--- src/rtl/core/frame_checksum_history_compare_top_defines.svh ---
// Assertion macros shared by the checksum history block.
`ifndef FRAME_CHECKSUM_HISTORY_COMPARE_TOP_DEFINES_SVH
`define FRAME_CHECKSUM_HISTORY_COMPARE_TOP_DEFINES_SVH

`define FCHC_ASSERT_IMPLY(lbl, clk, rst_n, ante, cons) \
  lbl: assert property (@(posedge clk) disable iff (!rst_n) (ante) |-> (cons)) \
    else $error("fchc: implication check failed");

`define FCHC_ASSERT_NEXT(lbl, clk, rst_n, ante, cons) \
  lbl: assert property (@(posedge clk) disable iff (!rst_n) (ante) |=> (cons)) \
    else $error("fchc: next-cycle check failed");

`endif

--- src/rtl/core/fchc_pkg.sv ---
package fchc_pkg;

  localparam int TABLE_DEPTH_DEF = 4096;
  localparam logic [7:0] MIN_SETTLE_LAG = 8'd6;
  localparam logic [7:0] SETTLE_EXTRA = 8'd2;

  localparam logic       REQ_STORE   = 1'b0;
  localparam logic       REQ_COMPARE = 1'b1;

  localparam logic [2:0] OC_STORED      = 3'd0;
  localparam logic [2:0] OC_DROPPED     = 3'd1;
  localparam logic [2:0] OC_NOT_LOCAL   = 3'd2;
  localparam logic [2:0] OC_NOT_REMOTE  = 3'd3;
  localparam logic [2:0] OC_NO_HISTORY  = 3'd4;
  localparam logic [2:0] OC_MATCH       = 3'd5;
  localparam logic [2:0] OC_MISMATCH    = 3'd6;

  localparam logic CFG_ROLLBACK_BUDGET = 1'b0;
  localparam logic CFG_ACTIVE_DELAY    = 1'b1;

  typedef struct packed {
    logic               req_type;
    logic signed [31:0] frame_id;
    logic        [31:0] checksum_value;
    logic signed [31:0] current_frame;
    logic signed [31:0] confirmed_frame;
    logic signed [31:0] remote_confirmed;
  } in_t;

  typedef struct packed {
    logic        [2:0]  outcome;
    logic        [31:0] local_checksum;
    logic               desync_seen;
    logic signed [31:0] first_desync_frame;
  } out_t;

  typedef enum logic [2:0] {
    STEP_CLEAR   = 3'd0,
    STEP_IDLE    = 3'd1,
    STEP_CHECK   = 3'd2,
    STEP_EXAM    = 3'd3,
    STEP_ADVANCE = 3'd4,
    STEP_READ    = 3'd5,
    STEP_EMIT    = 3'd6
  } step_t;

  typedef enum logic [2:0] {
    C_ALWAYS     = 3'd0,
    C_IDX_LAST   = 3'd1,
    C_IN_VALID   = 3'd2,
    C_EARLY      = 3'd3,
    C_HIT        = 3'd4,
    C_PROBE_LAST = 3'd5,
    C_OUT_BUSY   = 3'd6
  } cond_t;

  typedef struct packed {
    logic  clr_wr;
    logic  accept;
    logic  mem_rd;
    logic  check;
    logic  exam;
    logic  idx_inc;
    logic  probe_inc;
    logic  emit;
    cond_t cond;
    step_t tgt_t;
    step_t tgt_f;
  } ctl_t;

  typedef struct packed {
    logic idx_last;
    logic in_valid;
    logic early;
    logic hit;
    logic probe_last;
    logic out_busy;
  } flags_t;

  function automatic ctl_t ucode(input step_t pc);
    ctl_t w;
    w = '{clr_wr: 1'b0, accept: 1'b0, mem_rd: 1'b0, check: 1'b0, exam: 1'b0,
          idx_inc: 1'b0, probe_inc: 1'b0, emit: 1'b0, cond: C_ALWAYS,
          tgt_t: STEP_IDLE, tgt_f: STEP_IDLE};
    unique case (pc)
      STEP_CLEAR: begin
        w.clr_wr = 1'b1; w.idx_inc = 1'b1;
        w.cond = C_IDX_LAST; w.tgt_t = STEP_IDLE; w.tgt_f = STEP_CLEAR;
      end
      STEP_IDLE: begin
        w.accept = 1'b1;
        w.cond = C_IN_VALID; w.tgt_t = STEP_CHECK; w.tgt_f = STEP_IDLE;
      end
      STEP_CHECK: begin
        w.mem_rd = 1'b1; w.check = 1'b1;
        w.cond = C_EARLY; w.tgt_t = STEP_EMIT; w.tgt_f = STEP_EXAM;
      end
      STEP_EXAM: begin
        w.exam = 1'b1;
        w.cond = C_HIT; w.tgt_t = STEP_EMIT; w.tgt_f = STEP_ADVANCE;
      end
      STEP_ADVANCE: begin
        w.idx_inc = 1'b1; w.probe_inc = 1'b1;
        w.cond = C_PROBE_LAST; w.tgt_t = STEP_EMIT; w.tgt_f = STEP_READ;
      end
      STEP_READ: begin
        w.mem_rd = 1'b1;
        w.cond = C_ALWAYS; w.tgt_t = STEP_EXAM; w.tgt_f = STEP_EXAM;
      end
      STEP_EMIT: begin
        w.emit = 1'b1;
        w.cond = C_OUT_BUSY; w.tgt_t = STEP_EMIT; w.tgt_f = STEP_IDLE;
      end
      default: begin
        w.cond = C_ALWAYS; w.tgt_t = STEP_IDLE; w.tgt_f = STEP_IDLE;
      end
    endcase
    return w;
  endfunction

endpackage

--- src/rtl/core/fchc_seq.sv ---
module fchc_seq (
  input  logic            clk,
  input  logic            rst_n,
  input  fchc_pkg::flags_t flags,
  output fchc_pkg::ctl_t  ctl
);

  fchc_pkg::step_t pc_r;
  fchc_pkg::step_t pc_nxt;
  logic            take;

  assign ctl = fchc_pkg::ucode(pc_r);

  always_comb begin
    unique case (ctl.cond)
      fchc_pkg::C_ALWAYS:     take = 1'b1;
      fchc_pkg::C_IDX_LAST:   take = flags.idx_last;
      fchc_pkg::C_IN_VALID:   take = flags.in_valid;
      fchc_pkg::C_EARLY:      take = flags.early;
      fchc_pkg::C_HIT:        take = flags.hit;
      fchc_pkg::C_PROBE_LAST: take = flags.probe_last;
      fchc_pkg::C_OUT_BUSY:   take = flags.out_busy;
      default:                take = 1'b1;
    endcase
    pc_nxt = take ? ctl.tgt_t : ctl.tgt_f;
  end

  always_ff @(posedge clk) begin
    if (!rst_n) begin
      pc_r <= fchc_pkg::STEP_CLEAR;
    end else begin
      pc_r <= pc_nxt;
    end
  end

endmodule

--- config.mk ---
export PLATFORM = sky130hd
export DESIGN_NAME = fchc_seq
export DESIGN_NICKNAME = d
export VERILOG_FILES = /design/src/rtl/core/frame_checksum_history_compare_top_defines.svh /design/src/rtl/core/fchc_pkg.sv /design/src/rtl/core/fchc_seq.sv
export SDC_FILE = /design/constraint.sdc
export NUM_CORES = 1
export LEC_CHECK = 0
export BUFFER_PORTS_ARGS = -buffer_cell sky130_fd_sc_hd__buf_2
export CAP_MARGIN = 20
export CORE_AREA = 2 2 39 41
export DETAILED_ROUTE_END_ITERATION = 8
export DIE_AREA = 0 0 41 43
export PLACE_DENSITY = 0.53
export SLEW_MARGIN = 40
export SYNTH_ARGS = -nofsm -noshare
export SYNTH_HDL_FRONTEND = slang
export SYNTH_SLANG_ARGS = --single-unit
--- constraint.sdc ---
create_clock -name clk -period 1.3 [get_ports clk]
set_input_delay 0.065 -clock clk [delete_from_list [all_inputs] [get_ports clk]]
set_output_delay 0.065 -clock clk [all_outputs]
set_load 0.02 [all_outputs]
After elaboration in Yosys (flattened, before gate mapping)
Cells that the tools add are included.
{"block": "word_totals", "register_bits": 3, "input_bits": 8, "word_cells": 27}
{"block": "classes", "n_eq_ne": 12, "muxes": 11, "n_reduce_logical": 3}
{"cell": "case mux 9 bit (7 select lines)", "n": 1}
{"cell": "equality test 3 bit, second input constant", "n": 6}
{"cell": "equality test 3 x 2 -> 1 bit, second input constant", "n": 4}
{"cell": "two-way mux 1 bit", "n": 8}
{"cell": "equality test 3 x 1 -> 1 bit, second input constant", "n": 2}
{"cell": "case mux 1 bit (6 select lines)", "n": 1}
{"cell": "OR reduction 2 bit", "n": 2}
{"cell": "logical NOT 3 bit", "n": 1}
{"cell": "two-way mux 3 bit", "n": 1}

Longest topological paths before layout
Gate-level depths: netlist of the first run.
{"block": "logic_depth", "ltp_word": 5, "mapped_depth": 5}

Least setup slack after synthesis of the first run
No wires, ideal clock.
{"block": "synth_timing", "path_type": "flip-flop to output port", "from": "register pc_r[2]", "to": "output ctl[2] (netlist name)", "arrival_time_ns": 1.485, "t_required_ns": 1.235, "slack_ns": -0.250, "stages_incl_launch_ff": 6, "n_path_buf": 2, "cell_sequence": "dfxtp_1 > buf_2 > inv_2 > buf_2 > nor3_1 > nand2b_1"}
{"element": "from (decl)", "line_no": "fchc_seq.sv:8", "rtl": "fchc_pkg::step_t pc_r;"}
{"element": "from (signal assigned)", "line_no": "fchc_seq.sv:30", "rtl": "pc_r <= fchc_pkg::STEP_CLEAR;"}
{"element": "from (signal assigned)", "line_no": "fchc_seq.sv:32", "rtl": "pc_r <= pc_nxt;"}
{"element": "to (decl)", "line_no": "fchc_seq.sv:5", "rtl": "output fchc_pkg::ctl_t ctl"}

==> results of run 1 <==
[critical path: stages (launching register included)]
cell and delay (ns):
dfxtp_2 0.35, buf_4 0.16, nor3_2 0.18, nand2b_1 0.13, buf_4 0.13
[logic make-up (layout without fill, tap and decap cells)]
| family | Yosys count | after routing | synth area share |
|---|---|---|---|
| AO/OA/AOI/OAI | 16 | 16 | 0.328 |
| multiplexers | 1 | 1 | 0.0687 |
| buffers and inverters | 10 | 38 | 0.130 |
| AND/OR/NAND/NOR | 20 | 20 | 0.290 |
| flip-flops | 3 | 3 | 0.183 |
[path summary, 6_finish.rpt]
check | startpoint | end | slack [ns] | depth (start not counted)
worst min register to register | pc_r[1] | pc_r[2] | 0.53 | 2
worst max register to register | pc_r[0] | pc_r[0] | 0.07 | 3
worst min-delay path | rst_n | pc_r[1] | 0.10 | 2
worst max-delay path | pc_r[1] | ctl[3] | 0.05 | 4
[metal layers]
layer,track usage,wire length [um],up-vias
met4,0.0600,8,0
met1,0.175,446,190
met3,0.0314,69,2
met5,0,0,-
li1,-,-,231
met2,0.178,462,19
[where the power goes]
| part | internal, W | switching, W |
|---|---|---|
| Combinational | 0.000200 | 0.000273 |
| Clock | 0.000115 | 0.0000525 |
| Sequential | 0.000108 | 0.0000195 |
| Total | 0.000423 | 0.000345 |
[cell type report]
| type | instances | share of cell area |
|---|---|---|
| Timing Repair Buffer | 29 | 0.327 |
| Multi-Input combinational cell | 37 | 0.437 |
| Inverter | 5 | 0.0381 |
| Tap cell | 16 | 0.0359 |
| Clock buffer | 4 | 0.0471 |
| Sequential cell | 3 | 0.114 |
[through the flow]
step / setup TNS (ns) / power [W] / hold slack, ns / area (sq um)
after detailed placement: 0 / 0.000556 / 0.340 / 487
after CTS: 0 / 0.000734 / 0.101 / 522
after global placement: 0 / 0.000555 / 0.342 / 487
after floorplan: -0.0762 / 0.000414 / 0.223 / 333
after global routing: -0.00666 / 0.000822 / 0.116 / 558
final: 0 / 0.000769 / 0.100 / 558
[synthesized netlist by cell type (all sizes together)]
library cell  count
a21boi            1
a21oi             5
a22o              1
a2bb2oi           1
a32o              1
buf               4
clkbuf            1
dfxtp             3
inv               5
mux4              1
nand2             4
nand2b            4
nand3             3
nor2              5
nor3              3
o211ai            1
o21ai             3
o221ai            1
o22ai             2
or2               1
==> flow_metrics.tcl, run 1 <==
set metrics [dict create \
    outcome "completed" \
    clk_latency_ns 0.23 \
    drc 0 \
    wirelength_um 986 \
    cts_hold_buf 0 \
    syn_area_sq_um 328 \
    fin_ws_ns 0.0503 \
    path_class "flop to primary output" \
    fillers 157 \
    drt-initial-drc-count 11 \
    final.period_utilization 0.961 \
    netlist-cell-type-count 23 \
    largest_reg_flops 3 \
    finalHoldViolCount 0 \
    clock_skew_ns 0.0000485 \
    io_buffers 24 \
    track_usage 0.127 \
    fp-row-count 14 \
    slew_viol_final 0 \
    synth.net_count 58 \
    p_leak_nw 0.287 \
    syn-instance-count 50 \
    place_inst 90 \
    layout_common_cells "buf_2 (17), buf_4 (10), nor2_1 (5)" \
    crit_arrival_ns 1.18 \
    worst-endpoint-required_ns 1.24 \
    hpwlAfterDp_um 769 \
    yosysTopAreaCellShare 0.183 \
    grt_pass1_wl_mm 1.56 \
    post_cts_buffers 0 \
    antenna_cells 0 \
    cts_buffer_depth 2 \
    worstMarginPinSlew_ns 0.216 \
    die_height_um 43 \
    ctsHtreeMaxLevel 1 \
    yosys_register_bits 3 \
    finish.utilization 0.403 \
    core_region_area_sq_um 1380 \
    viasPerCell 4.70 \
    multiInputGateArea_sq_um 244 \
    vdd_ir_drop_max_mv 0.635 \
    wl_per_cell_um 10.5 \
    avgSynthCellArea_sq_um 6.56 \
    cts_sinks 3 \
    ant_nets 0 \
    fmax_mhz 800 \
    cp_max_fo 6 \
    setup_violations 0 \
    hold_class "primary input to flop" \
    final_common_cell "buf_2" \
    cts_buffers 3 \
    top_register "pc_r" \
    area.sequential_sq_um 63.8 \
    stdcell_count 94 \
    synth-seq-area-share 0.183 \
    initial_core_util 0.237 \
    overflow 0 \
    gp_congestion 0.792 \
    clkTransAtPathRegs_ns 0.04 \
    die-area_sq_um 1760 \
    io_pins 25 \
    p_per_area_nw_per_um2 1380 \
    grt_max_degree 13 \
    end_kind "primary output" \
    ys_warn_count 0 \
    tritoncts "built" \
    root_buffer "clkbuf_4" \
    rsz0062_at_grt "yes" \
    vias 442 \
    final_nets 87 \
    final_layout_size_suffix_gt1_frac 0.564 \
    synth_top_cell_by_area "dfxtp_1" \
    period_minus_slack_ns 1.25 \
    pre_cts_slack_ns 0.0803 \
    slew_headroom 0.855 \
    firstDrtPassIters 4 \
    reg_top3 "pc_r (3)" \
    synth_area_leaders "dfxtp_1 (18%), nand2b_1 (7.6%), mux4_2 (6.9%), a21oi_1 (6.1%), buf_2 (6.1%)" \
    antenna_found_initial 0 \
    cap_violations 0 \
    start_kind "flop" \
    grt_pass1_vias 376 \
    syn2layout_area_growth_pct 70.2 \
    die_w_um 41 \
    cts-resized-gates 3 \
]
Power figures use the tool's default switching activity.
==> run 2: changes to the inputs <==
Settings changed: REMOVE_ABC_BUFFERS set to 1.
==> run 2 against run 1 <==
  * Clock skew rose by 0.0028 ns
  * Core utilization fell by 0.36 points
  * Hold slack better by 0.0063 ns
  * Wire length up 4.2%
  * Final cell count increased by 1.1%
  * Die area stayed put
  * Non-clock buffer count grew 1
  * Sequential power barely moved
  * Sequential share of layout area grew 0.56 points
  * Via count rose by 4.5%
  * Count of clock-buffer cells in the layout stayed put
  * Combinational power decreased by 1%
  * Critical endpoint is now ctl[5]
  * Largest power group unchanged
==> flow_metrics.tcl, run 2 (synthesis results as in run 1) <==
set metrics [dict create \
    p_per_area_nw_per_um2 1370 \
    io_pins 25 \
    wl_per_cell_um 10.8 \
    cp_cell_sequence "buf_4 -> nand2_2 -> a21boi_1 -> buf_2" \
    final.period_utilization 0.953 \
    grt_pass1_wl_mm 1.57 \
    grt_max_degree 13 \
    antenna_found_initial 0 \
    clock_skew_ns 0.00290 \
    outcome "completed" \
    antenna_cells 0 \
    fin_ws_ns 0.0611 \
    slowest_delay_ns 0.36 \
    period_minus_slack_ns 1.24 \
    io_buffers 24 \
    wirelength_mm 1.03 \
    start_kind "flop" \
    slew_viol_final 0 \
    worst-endpoint-required_ns 1.24 \
    path_class "flop to primary output" \
    final_layout_size_suffix_gt1_frac 0.557 \
    p_clk_frac 0.215 \
    setup_violations 0 \
    combPwrFrac 0.615 \
    rsz0062_at_grt "yes" \
    die_height_um 43 \
    clk_latency_ns 0.23 \
    fp-row-count 14 \
    power_switching_w 0.000343 \
    grt_pass1_vias 403 \
    reg_top3 "pc_r (3)" \
    finalHoldViolCount 0 \
    p_int_w 0.000417 \
    post_cts_buffers 0 \
    p_leak_nw 0.292 \
    vdd_ir_drop_max_mv 0.407 \
    largest_reg_flops 3 \
    syn2layout_area_growth_pct 68.7 \
    drc 0 \
    initial_core_util 0.237 \
    pre_cts_slack_ns 0.0570 \
    ant_nets 0 \
    core_region_area_sq_um 1380 \
    power_w 0.000760 \
    tritoncts "built" \
    die-area_sq_um 1760 \
    vias 462 \
    crit_family "flip-flops" \
    final_common_cell "buf_2" \
    crit_slowest_cell "dfxtp_4" \
    viasPerCell 4.86 \
    worstMarginPinSlew_ns 0.217 \
    ctsHtreeMaxLevel 1 \
    design_area_sq_um 553 \
    root_buffer "clkbuf_4" \
    seq_power_share 0.170 \
    swShare 0.451 \
    cts_buffer_depth 2 \
    hold_class "primary input to flop" \
    end_kind "primary output" \
    crit_arrival_ns 1.17 \
    fmax_mhz 807 \
    track_usage 0.128 \
    placed_area_sq_um 489 \
    overflow 0 \
    final_nets 88 \
    die_w_um 41 \
    drt-initial-drc-count 5 \
    clkTransAtPathRegs_ns 0.03 \
    layout_common_cells "buf_2 (20), buf_4 (9), nor2_1 (5)" \
    cts_sinks 3 \
    cts_hold_buf 0 \
    cp_max_fo 6 \
    top_register "pc_r" \
    path_buf_inv 2 \
    firstDrtPassIters 4 \
    cap_violations 0 \
    gp_congestion 0.769 \
    hpwlAfterDp_um 813 \
    cts_buffers 3 \
    slew_headroom 0.854 \
]
## run 2: area by class of cell
class / instances / area [sq um]
Fill cell: 161 / 831
Multi-Input combinational cell: 37 / 240
Inverter: 5 / 21.3
Sequential cell: 3 / 66.3
Timing Repair Buffer: 30 / 179
Tap cell: 16 / 20.0
Clock buffer: 4 / 26.3
## run 2: worst paths after layout
kind                            startpoint  endpoint  slack (ns)  cells after the start
worst max-delay path               pc_r[2]    ctl[5]        0.06                      4
worst min-delay path                 rst_n   pc_r[1]        0.11                      2
worst min register to register     pc_r[1]   pc_r[2]        0.52                      2
worst max register to register     pc_r[0]   pc_r[0]        0.07                      3
## run 2: through the flow
stage,TNS [ns],hold WS (ns),util,instances
final,0,0.106,0.400,95
after global routing,-0.0553,0.122,0.400,95
after CTS,0,0.101,0.383,95
after detailed placement,0,0.343,0.354,91
after global placement,0,0.344,0.354,91
after floorplan,-0.245,0.223,-,45
## run 2: power by group through the flow
stage / sequential, W / combinational (W) / clock (W)
after floorplan: 0.000139 / 0.000259 / 0
after global placement: 0.000124 / 0.000437 / 0
after detailed placement: 0.000124 / 0.000437 / 0
after CTS: 0.000125 / 0.000448 / 0.000170
after global routing: 0.000130 / 0.000505 / 0.000184
final: 0.000129 / 0.000467 / 0.000163
## run 2: layer usage
metal | vias to the layer above | global-route usage | wire length (um)
li1 | 234 | - | -
met1 | 215 | 0.170 | 429
met2 | 13 | 0.188 | 533
met3 | 0 | 0 | 64
met4 | 0 | 0.100 | 0
met5 | - | 0 | 0
## run 2: repair_timing
| item | in CTS | in global routing |
|---|---|---|
| resized for setup | 5 | 12 |
| pin swaps | 0 | 1 |
| endpoints found under the setup margin | 6 | 9 |
## run 2: worst reg2reg max path, cell delays in order (launching register included)
cell     delay [ns]
dfxtp_2        0.34
or2_1          0.23
mux4_2         0.47
a21oi_2        0.13
